$ cat src/rtl/csv_pkg.sv
package csv_pkg;

    localparam int RootW  = 4;
    localparam int QualW  = 4;
    localparam int ExtW   = 15;
    localparam int PitchW = 7;
    localparam int NumPc  = 12;
    localparam int IdxW   = $clog2(NumPc);

    localparam logic [PitchW-1:0] BassBase    = PitchW'(36);
    localparam logic [PitchW-1:0] TrebleFloor = PitchW'(60);
    localparam logic [PitchW-1:0] Octave      = PitchW'(NumPc);

    typedef enum logic [QualW-1:0] {
        Q_MAJ  = 4'd0,
        Q_MIN  = 4'd1,
        Q_DIM  = 4'd2,
        Q_HDIM = 4'd3,
        Q_AUG  = 4'd4,
        Q_SUS2 = 4'd5,
        Q_SUS4 = 4'd6,
        Q_POW  = 4'd7
    } t_quality;

    localparam int F_B5   = 0;
    localparam int F_S5   = 1;
    localparam int F_OM3  = 2;
    localparam int F_MAJ7 = 3;
    localparam int F_MIN7 = 4;
    localparam int F_DIM7 = 5;
    localparam int F_ADD6 = 6;
    localparam int F_B9   = 7;
    localparam int F_9    = 8;
    localparam int F_S9   = 9;
    localparam int F_11   = 10;
    localparam int F_S11  = 11;
    localparam int F_13   = 12;
    localparam int F_B13  = 13;
    localparam int F_S13  = 14;

    // intervals in semitones above the root
    localparam logic [IdxW-1:0] IV_MIN2 = 4'd1;
    localparam logic [IdxW-1:0] IV_MAJ2 = 4'd2;
    localparam logic [IdxW-1:0] IV_MIN3 = 4'd3;
    localparam logic [IdxW-1:0] IV_MAJ3 = 4'd4;
    localparam logic [IdxW-1:0] IV_P4   = 4'd5;
    localparam logic [IdxW-1:0] IV_TT   = 4'd6;
    localparam logic [IdxW-1:0] IV_P5   = 4'd7;
    localparam logic [IdxW-1:0] IV_AUG5 = 4'd8;
    localparam logic [IdxW-1:0] IV_MAJ6 = 4'd9;
    localparam logic [IdxW-1:0] IV_MIN7 = 4'd10;
    localparam logic [IdxW-1:0] IV_MAJ7 = 4'd11;

endpackage

$ cat src/rtl/csv_if.sv
interface csv_in_if;
    import csv_pkg::*;

    logic              valid;
    logic              ready;
    logic [RootW-1:0]  root_class;
    logic [QualW-1:0]  quality;
    logic [ExtW-1:0]   extension_flags;

    modport source (output valid, root_class, quality, extension_flags, input ready);
    modport sink   (input valid, root_class, quality, extension_flags, output ready);
endinterface

interface csv_out_if;
    import csv_pkg::*;

    logic              valid;
    logic              ready;
    logic [PitchW-1:0] pitch;
    logic              is_bass;
    logic              last;

    modport source (output valid, pitch, is_bass, last, input ready);
    modport sink   (input valid, pitch, is_bass, last, output ready);
endinterface

$ cat src/rtl/csv_decode.sv
module csv_decode (
    input  logic [csv_pkg::QualW-1:0] i_quality,
    input  logic [csv_pkg::ExtW-1:0]  i_ext,
    output logic                      o_known,
    output logic [csv_pkg::NumPc-1:0] o_mask
);
    import csv_pkg::*;

    logic [IdxW-1:0] third_iv;
    logic [IdxW-1:0] fifth_iv;
    logic            has_third;
    logic            any7;

    always_comb begin
        o_known   = 1'b1;
        has_third = 1'b1;
        third_iv  = IV_MAJ3;
        fifth_iv  = IV_P5;
        unique case (i_quality)
            Q_MAJ:  begin third_iv = IV_MAJ3; fifth_iv = IV_P5;   end
            Q_MIN:  begin third_iv = IV_MIN3; fifth_iv = IV_P5;   end
            Q_DIM:  begin third_iv = IV_MIN3; fifth_iv = IV_TT;   end
            Q_HDIM: begin third_iv = IV_MIN3; fifth_iv = IV_TT;   end
            Q_AUG:  begin third_iv = IV_MAJ3; fifth_iv = IV_AUG5; end
            Q_SUS2: begin third_iv = IV_MAJ2; fifth_iv = IV_P5;   end
            Q_SUS4: begin third_iv = IV_P4;   fifth_iv = IV_P5;   end
            Q_POW:  begin has_third = 1'b0;   fifth_iv = IV_P5;   end
            default: o_known = 1'b0;
        endcase

        // b5 wins over #5, both only alter a perfect fifth
        if (fifth_iv == IV_P5) begin
            if (i_ext[F_B5]) begin
                fifth_iv = IV_TT;
            end else if (i_ext[F_S5]) begin
                fifth_iv = IV_AUG5;
            end
        end

        any7   = i_ext[F_MAJ7] | i_ext[F_MIN7] | i_ext[F_DIM7];
        o_mask = '0;
        if (has_third && !i_ext[F_OM3]) begin
            o_mask[third_iv] = 1'b1;
        end
        o_mask[fifth_iv] = 1'b1;

        priority if (i_ext[F_MAJ7]) begin
            o_mask[IV_MAJ7] = 1'b1;
        end else if (i_ext[F_MIN7]) begin
            o_mask[IV_MIN7] = 1'b1;
        end else if (i_ext[F_DIM7]) begin
            o_mask[IV_MAJ6] = 1'b1;
        end
        if (i_quality == Q_HDIM && !i_ext[F_MIN7] && !i_ext[F_MAJ7]) begin
            o_mask[IV_MIN7] = 1'b1;
        end
        if (i_ext[F_ADD6] && !any7) begin
            o_mask[IV_MAJ6] = 1'b1;
        end

        if (i_ext[F_B9])  o_mask[IV_MIN2] = 1'b1;
        if (i_ext[F_9])   o_mask[IV_MAJ2] = 1'b1;
        if (i_ext[F_S9])  o_mask[IV_MIN3] = 1'b1;
        if (i_ext[F_11])  o_mask[IV_P4]   = 1'b1;
        if (i_ext[F_S11]) o_mask[IV_TT]   = 1'b1;
        if (i_ext[F_13])  o_mask[IV_MAJ6] = 1'b1;
        if (i_ext[F_B13]) o_mask[IV_AUG5] = 1'b1;
        if (i_ext[F_S13]) o_mask[IV_MIN7] = 1'b1;
    end

endmodule

$ cat src/rtl/chord_symbol_to_voicing.sv
// The bass word is registered in S_BASS, once the output is free, after a chord word is accepted.
// Chords are taken one at a time (ready only in S_IDLE): accept, bass, then one step per
// interval 1..11 through the shared pitch adder; the bass and emitted notes wait on output stalls.
// Unknown quality: the word is taken and dropped, ready again next cycle.
// Reset: synchronous, active low; clears sequencer state and output valid.
module chord_symbol_to_voicing (
    input  logic i_clk,
    input  logic i_rst_n,
    csv_in_if.sink    i_chord,
    csv_out_if.source o_note
);
    import csv_pkg::*;

    typedef enum logic [1:0] {S_IDLE, S_BASS, S_SCAN} t_state;

    t_state             r_state;
    logic [RootW-1:0]   r_root;
    logic [NumPc-1:0]   r_mask;
    logic [IdxW-1:0]    r_idx;
    logic [PitchW-1:0]  r_prev;
    logic               r_out_valid;
    logic [PitchW-1:0]  r_pitch;
    logic               r_is_bass;
    logic               r_last;

    logic               dec_known;
    logic [NumPc-1:0]   dec_mask;
    logic [RootW-1:0]   root_mod;
    logic               out_free;
    logic               out_load;
    logic [RootW:0]     pc_sum;
    logic [IdxW-1:0]    pc;
    logic [PitchW-1:0]  unit_base;
    logic [PitchW-1:0]  cand;
    logic [PitchW-1:0]  unit_pitch;
    logic [IdxW-1:0]    idx_next;
    logic               tail_empty;

    csv_decode u_decode (
        .i_quality (i_chord.quality),
        .i_ext     (i_chord.extension_flags),
        .o_known   (dec_known),
        .o_mask    (dec_mask)
    );

    assign root_mod = (i_chord.root_class >= RootW'(NumPc))
                    ? i_chord.root_class - RootW'(NumPc) : i_chord.root_class;

    // shared pitch unit: bass = 36 + root, treble = 60 + pc raised over prev
    always_comb begin
        pc_sum    = {1'b0, r_root} + {1'b0, r_idx};
        pc        = (pc_sum >= (RootW+1)'(NumPc)) ? IdxW'(pc_sum - (RootW+1)'(NumPc))
                                                  : IdxW'(pc_sum);
        unit_base = (r_state == S_BASS) ? BassBase : TrebleFloor;
        cand      = unit_base + ((r_state == S_BASS) ? PitchW'(r_root) : PitchW'(pc));
        unit_pitch = (r_state == S_SCAN && cand < r_prev) ? cand + Octave : cand;
    end

    assign idx_next   = r_idx + IdxW'(1);
    assign tail_empty = ((r_mask >> idx_next) == '0);
    assign out_free   = !r_out_valid || o_note.ready;
    assign out_load   = out_free && ((r_state == S_BASS) ||
                                     (r_state == S_SCAN && r_mask[r_idx]));

    assign i_chord.ready  = (r_state == S_IDLE);
    assign o_note.valid   = r_out_valid;
    assign o_note.pitch   = r_pitch;
    assign o_note.is_bass = r_is_bass;
    assign o_note.last    = r_last;

    always_ff @(posedge i_clk) begin
        if (!i_rst_n) begin
            r_state     <= S_IDLE;
            r_out_valid <= 1'b0;
        end else begin
            r_out_valid <= out_load || (r_out_valid && !o_note.ready);
            unique case (r_state)
                S_IDLE: begin
                    if (i_chord.valid && dec_known) begin
                        r_root  <= root_mod;
                        r_mask  <= dec_mask;
                        r_state <= S_BASS;
                    end
                end
                S_BASS: begin
                    if (out_free) begin
                        r_pitch     <= unit_pitch;
                        r_is_bass   <= 1'b1;
                        r_last      <= (r_mask == '0);
                        r_prev      <= TrebleFloor;
                        r_idx       <= IdxW'(1);
                        r_state     <= S_SCAN;
                    end
                end
                S_SCAN: begin
                    if (!r_mask[r_idx] || out_free) begin
                        if (r_mask[r_idx]) begin
                            r_pitch     <= unit_pitch;
                            r_is_bass   <= 1'b0;
                            r_last      <= tail_empty;
                            r_prev      <= unit_pitch;
                        end
                        if (r_idx == IdxW'(NumPc - 1)) begin
                            r_state <= S_IDLE;
                        end else begin
                            r_idx <= idx_next;
                        end
                    end
                end
                default: r_state <= S_IDLE;
            endcase
        end
    end

endmodule
$ cat src/flat_wrapper.sv
// flat-port wrapper written by rule: the top's interface ports become plain ports
module chord_symbol_to_voicing_flat import csv_pkg::*;
  (i_clk, i_rst_n, i_chord_valid, i_chord_root_class, i_chord_quality, i_chord_extension_flags, i_chord_ready, o_note_valid, o_note_pitch, o_note_is_bass, o_note_last, o_note_ready);
  csv_in_if i_chord_i ();
  csv_out_if o_note_i ();
  input  logic i_clk;
  input  logic i_rst_n;
  input wire logic [$bits(i_chord_i.valid)-1:0] i_chord_valid;
  input wire logic [$bits(i_chord_i.root_class)-1:0] i_chord_root_class;
  input wire logic [$bits(i_chord_i.quality)-1:0] i_chord_quality;
  input wire logic [$bits(i_chord_i.extension_flags)-1:0] i_chord_extension_flags;
  output wire logic [$bits(i_chord_i.ready)-1:0] i_chord_ready;
  output wire logic [$bits(o_note_i.valid)-1:0] o_note_valid;
  output wire logic [$bits(o_note_i.pitch)-1:0] o_note_pitch;
  output wire logic [$bits(o_note_i.is_bass)-1:0] o_note_is_bass;
  output wire logic [$bits(o_note_i.last)-1:0] o_note_last;
  input wire logic [$bits(o_note_i.ready)-1:0] o_note_ready;
  assign i_chord_i.valid = i_chord_valid;
  assign i_chord_i.root_class = i_chord_root_class;
  assign i_chord_i.quality = i_chord_quality;
  assign i_chord_i.extension_flags = i_chord_extension_flags;
  assign i_chord_ready = i_chord_i.ready;
  assign o_note_valid = o_note_i.valid;
  assign o_note_pitch = o_note_i.pitch;
  assign o_note_is_bass = o_note_i.is_bass;
  assign o_note_last = o_note_i.last;
  assign o_note_i.ready = o_note_ready;
  chord_symbol_to_voicing u_core (.i_clk(i_clk), .i_rst_n(i_rst_n), .i_chord(i_chord_i), .o_note(o_note_i));
endmodule
$ cat config.mk
export PLATFORM = sky130hd
export DESIGN_NAME = chord_symbol_to_voicing_flat
export DESIGN_NICKNAME = d
export VERILOG_FILES = /design/src/rtl/csv_pkg.sv /design/src/rtl/csv_if.sv /design/src/rtl/csv_decode.sv /design/src/rtl/chord_symbol_to_voicing.sv /design/src/flat_wrapper.sv
export SDC_FILE = /design/constraint.sdc
export NUM_CORES = 1
export LEC_CHECK = 0
export ABC_AREA = 1
export BUFFER_PORTS_ARGS = -buffer_cell sky130_fd_sc_hd__buf_2
export CAP_MARGIN = 20
export CORE_MARGIN = 2
export CORE_UTILIZATION = 49
export DETAILED_ROUTE_END_ITERATION = 16
export GPL_TIMING_DRIVEN = 0
export PLACE_DENSITY_LB_ADDON = 0.12
export SLEW_MARGIN = 20
export SYNTH_ARGS = -nofsm -noshare
export SYNTH_HDL_FRONTEND = slang
export SYNTH_HIERARCHICAL = 1
export SYNTH_SLANG_ARGS = --single-unit
$ cat constraint.sdc
create_clock -name i_clk -period 9.3 [get_ports i_clk]
set_input_delay 0.465 -clock i_clk [delete_from_list [all_inputs] [get_ports i_clk]]
set_output_delay 0.465 -clock i_clk [all_outputs]
set_load 0.1 [all_outputs]
==> metrics.yaml, run 1 <==
status: "completed"
rows: 25
cp-end-kind: "flip-flop"
ys_seq_area_frac: 0.472
fp.coreArea_mm2: 0.00475
first_global_vias: 1785
finalSetupTns_ns: 0
grt.met3_usage: 0.0447
busiest_layer: "met2"
synth.top_cell.area_share: 0.447
vias_per_cell: 4.90
drt_iter0_markers: 70
synth_ff_type: "edfxtp_1"
critical_path.top_delay_family: "adder cells"
die_w_um: 74.2
wl_per_cell_um: 11.1
path_max_fanout: 6
pwr_density_cell_mw_per_mm2: 175
cts_buffer_depth: 2
gp_congestion: 0.822
critPathBufInv: 1
grtUsageTotal: 0.181
required_ns: 9.33
clkSinkCount: 39
drtAntennaViolNets: 0
synthesis.area_mm2: 0.00242
grtUsageMet2: 0.341
dr_total_vias: 1914
start_util: 0.508
power.leakage_uw: 0.00132
maxCapViolCount: 0
io_buffers: 36
cts-root-buf: "clkbuf_8"
insertion_delay_ns: 0.29
pre_cts_ws_ns: 5.24
ctsResizeCount: 0
timing.final.ws_setup_ns: 5.25
drc_errors: 0
nNetsFinal: 365
h-tree-depth: 2
cp_cell_sequence: "ha_1 -> fa_1 -> xor2_1 -> ha_1 -> a31oi_1 -> nand2_1 -> nand2_1 -> nand2_1 -> nand2_1 -> nand2_1 -> ha_1 -> inv_1 -> nand2_1 -> ha_1 -> ha_1 -> and3_1 -> a211oi_2 -> nand3_4 -> nand2_1 -> nand3_1"
cp.arrival_ns: 4.08
syn_to_final_growth_pct: 15.5
pin_count: 38
synthTopCellsByArea: "edfxtp_1, nand2_1, ha_1"
final_core_util: 0.587
cp-start-kind: "flip-flop"
grt_pass1_wl_um: 7500
cp_common_cell: "nand2_1"
post_cts_buffers: 0
grt_max_degree: 12
overflow: 0
drive_above_1_share: 0.213
grt_util_met1: 0.199
synth-edff-count: 36
final_hold_viol_count: 0
die_y_um: 74.2
path_class: "flip-flop to flip-flop"
rsz0062_at_grt: "no"
synth_top_cell_by_area: "edfxtp_1"
antenna_found_initial: 0
cts_hold_buf: 0
fin_crit_ns: 4.05
path_clk_slew_ns: 0.07
antenna_cells: 0
hold_class: "input pin to flip-flop"
skew_ns: 0.00783
cp_slowest_cell: "edfxtp_1"
setup_viol: 0
synthCells: 277
post-route-period-util: 0.436
die-area_mm2: 0.00551
wirelength_um: 4350
syn_nets: 319
yosysUniqueCellTypes: 38
syn_area_per_cell_um2: 8.72
maxSlewViolCount: 0
vdd_drop_max_mv: 0.0777
max_freq_ghz: 0.247
yosysWarningCount: 6
tritoncts: "yes"
max_stage_delay_ns: 0.50
first_pass_iters: 4
async_flop_share: 0
numCtsBuffers: 5
ys_ff_latch: 39
dp_hpwl_um: 3510
-- metrics by stage --
stage	total power, µW	hold WS [ns]	area (µm²)	cells
after floorplan	350	0.560	2420	277
after global placement	382	0.592	2680	380
after detailed placement	386	0.610	2710	383
after CTS	496	0.325	2790	391
after global routing	523	0.336	2790	391
final	488	0.339	2790	391
-- Yosys cell counts (2+ instances only) --
library cell / n
xor2_1: 2
nand3_1: 19
nor4_1: 4
nor2_2: 2
o211ai_1: 3
nand2_1: 73
o21bai_1: 4
nand2_2: 5
a21oi_1: 10
o21ai_0: 7
inv_1: 40
xnor2_1: 2
nor2_4: 2
ha_1: 14
dfxtp_1: 3
edfxtp_1: 36
buf_4: 2
nand3b_1: 3
o21ai_2: 2
nor2_1: 20
nand4_1: 4
a211oi_1: 2
inv_2: 3
-- where the power goes --
| part | internal [µW] | total, µW | switching, µW |
|---|---|---|---|
| clock network | 53.2 | 107 | 53.9 |
| registers | 209 | 216 | 7.01 |
| logic | 50.3 | 165 | 114 |
-- layer usage --
| metal | share of wire | vias to the layer above |
|---|---|---|
| met4 | 0.013 | 0 |
| met5 | 0 | - |
| li1 | - | 1012 |
| met1 | 0.43 | 850 |
| met3 | 0.043 | 7 |
| met2 | 0.51 | 45 |
-- flip-flops by register name, indices dropped and copies added, names as in the netlist --
| register | count |
|---|---|
| u_core/o_note.is_bass | 1 |
| u_core/o_note.last | 1 |
| u_core/o_note.pitch | 7 |
| u_core/o_note.valid | 1 |
| u_core/r_idx | 4 |
| u_core/r_mask | 12 |
| u_core/r_prev | 7 |
| u_core/r_root | 4 |
| u_core/r_state | 2 |
-- kinds of logic after synthesis --
logic type | Yosys count | share of synthesized area
simple gates | 137 | 0.263
flops | 39 | 0.472
compound gates | 32 | 0.0854
buf+inv | 49 | 0.0829
xor+xnor | 4 | 0.0145
fa+ha+maj | 15 | 0.0808
other cells | 1 | 0.00155
-- layout by cell type, fill, tap and decap left out, types with 4 or more instances in the layout --
master	instances
nand4_1	4
buf_2	39
inv_1	40
o21bai_1	4
nand3_1	19
nand2_1	73
ha_1	14
o21ai_0	7
clkbuf_8	5
clkbuf_1	4
nor2_1	20
nand2_2	5
edfxtp_1	36
a21oi_1	9
-- layout make-up --
class	instances	area [µm²]
Fill cell	446	1960
Sequential cell	39	1140
Multi-Input combinational cell	189	1080
Timing Repair Buffer	39	201
Inverter	45	176
Tap cell	67	83.8
Clock buffer	8	80.1
Buffer	4	23.8
-- path summary, 6_finish.rpt --
check | end | from | slack, ns | depth (start not counted)
worst min-delay path | u_core/r_mask[1]$_DFFE_PP_ | i_chord_extension_flags[7] | 0.34 | 1
worst max-delay path | u_core/r_prev[4]$_SDFFCE_PN1P_ | u_core/r_idx[0]$_SDFFCE_PN1P_ | 5.25 | 20
worst min register to register | u_core/o_note.pitch[0]$_DFFE_PP_ | u_core/r_root[0]$_DFFE_PP_ | 0.62 | 2
worst max register to register | u_core/r_prev[4]$_SDFFCE_PN1P_ | u_core/r_idx[0]$_SDFFCE_PN1P_ | 5.25 | 20
Power figures use the tool's default switching activity.
==> inputs of run 2 (changes only) <==
==> constraint.sdc (replaced) <==
create_clock -name i_clk -period 3.5 [get_ports i_clk]
set_input_delay 0.175 -clock i_clk [delete_from_list [all_inputs] [get_ports i_clk]]
set_output_delay 0.175 -clock i_clk [all_outputs]
set_load 0.1 [all_outputs]
==> run 2 against run 1 <==
Net effect:
- the run now ends with negative setup slack left
- via count is 7.4% higher
- first-iteration DRC count stayed put
- critical path depth is 2 higher
- critical path type unchanged
- highest routed layer unchanged
- largest power group is now combinational logic
==> metrics.yaml, run 2 (same netlist as run 1, synthesis figures left out) <==
hold_class: "input pin to flip-flop"
fp.coreArea_mm2: 0.00475
pwr_density_cell_mw_per_mm2: 478
dr_total_vias: 2056
die_w_um: 74.2
drt_iter0_markers: 70
multi_input_comb_area_mm2: 0.00125
overflow: 0
nNetsFinal: 385
timing.final.ws_setup_ns: -0.209
path_max_fanout: 6
final_hold_viol_count: 0
tritoncts: "yes"
critPathLaunch: "u_core/r_idx[2]$_SDFFCE_PN0P_"
drive_above_1_share: 0.346
first_pass_iters: 4
fillers: 420
vias_per_cell: 5.00
regMostFlops: "u_core/r_mask"
gp_congestion: 0.859
first_global_vias: 1908
h-tree-depth: 2
wirelength_um: 4910
grtUsageTotal: 0.189
cts_buffer_depth: 2
skew_ns: 0.00606
reg2reg_from: "u_core/r_idx[2]$_SDFFCE_PN0P_"
slew_headroom: 0.419
grt_pass1_wl_um: 7960
post-route-period-util: 1.06
start_util: 0.508
tightest_slew_ns: 0.871
fin_crit_ns: 3.71
power.leakage_uw: 0.00142
layout_common_cells: "nand2_1, buf_2, inv_1"
largest_reg_flops: 12
max_freq_ghz: 0.270
cp-start-kind: "flip-flop"
antenna_found_initial: 0
grt_max_degree: 17
cp.arrival_ns: 3.74
insertion_delay_ns: 0.29
pin_count: 38
hold_start: "i_chord_extension_flags[7]"
clkSinkCount: 39
failed_checks: "negative setup slack"
finalSetupTns_ns: -1.69
setup_viol: 10
die-area_mm2: 0.00551
path_class: "flip-flop to flip-flop"
dp_cells: 382
path_clk_slew_ns: 0.08
numCtsBuffers: 5
rsz0062_at_grt: "yes"
power.total_uw: 1490
maxSlewViolCount: 0
drc_errors: 0
wl_per_cell_um: 12.0
vdd_drop_max_mv: 0.187
seq_area_mm2: 0.00114
rows: 25
pre_cts_ws_ns: -0.361
status: "complete, but fails checks"
cts-root-buf: "clkbuf_8"
io_buffers: 36
die_y_um: 74.2
layout.cells.non_filler: 411
final_common_cell: "nand2_1"
antenna_cells: 0
maxCapViolCount: 0
required_ns: 3.53
syn_to_final_growth_pct: 28.6
final_core_util: 0.654
dp_hpwl_um: 3590
drtAntennaViolNets: 0
cp-end-kind: "flip-flop"
[run 2: changes by cell type in the layout (fill, tap and decap cells not counted), sizes merged]
cell | before | now
clkinv | 1 | 3
clkbuf | 9 | 7
buf | 42 | 62
[run 2: where the power goes]
group | switching, µW | internal (µW)
registers | 16.6 | 555
logic | 378 | 247
clock network | 153 | 136
total | 547 | 939
[run 2: metal layers]
metal,part of all wire,track usage,wire length [µm]
met1,0.41,0.214,2010
met2,0.53,0.355,2600
met3,0.042,0.0312,205
met4,0.020,0.0694,96
met5,0,0,0
[run 2: final cells by class]
class,instances,area share
multi-input combinational,189,0.404
sequential,39,0.367
timing repair buffer,59,0.112
inverter,45,0.0568
tap,67,0.0270
clock buffer,6,0.0233
buffer,4,0.00765
clock inverter,2,0.00242
[run 2: worst paths after layout]
check,end,slack [ns],cells after the start
setup / recovery,u_core/r_prev[3]$_SDFFCE_PN1P_,-0.21,22
hold / removal,u_core/r_mask[1]$_DFFE_PP_,0.05,1
setup reg to reg,u_core/r_prev[3]$_SDFFCE_PN1P_,-0.21,22
hold reg to reg,u_core/o_note.valid$_SDFF_PN0_,0.64,4
[run 2: worst max-delay path, stage by stage, from the launching register on]
cell,delay [ns]
edfxtp_1,0.45
ha_4,0.29
a21oi_2,0.13
nand2_2,0.09
xnor2_2,0.17
inv_1,0.06
ha_2,0.19
a31oi_4,0.18
nand2_2,0.10
nand2_2,0.09
nand2_2,0.05
nand2_2,0.06
nand2_2,0.07
ha_4,0.16
inv_2,0.04
nand2_2,0.06
ha_4,0.28
ha_4,0.19
and3_4,0.16
a211oi_4,0.26
nand3_4,0.17
nand2_2,0.11
nand3_1,0.07
[run 2: repair_timing]
item | CTS | global route
setup buffers | 13 | 8
resized for setup | 5 | 13
pin swaps | 9 | 18
setup endpoints to repair | 10 | 10
hold buffers | 0 | 0
[run 2: stage by stage]
step                hold WS (ns)  area [µm²]
CTS                       0.0491        2990
finish                    0.0481        3110
global route              0.0601        3110
global placement           0.344        2770
detailed placement         0.349        2790
floorplan                  0.273        2510
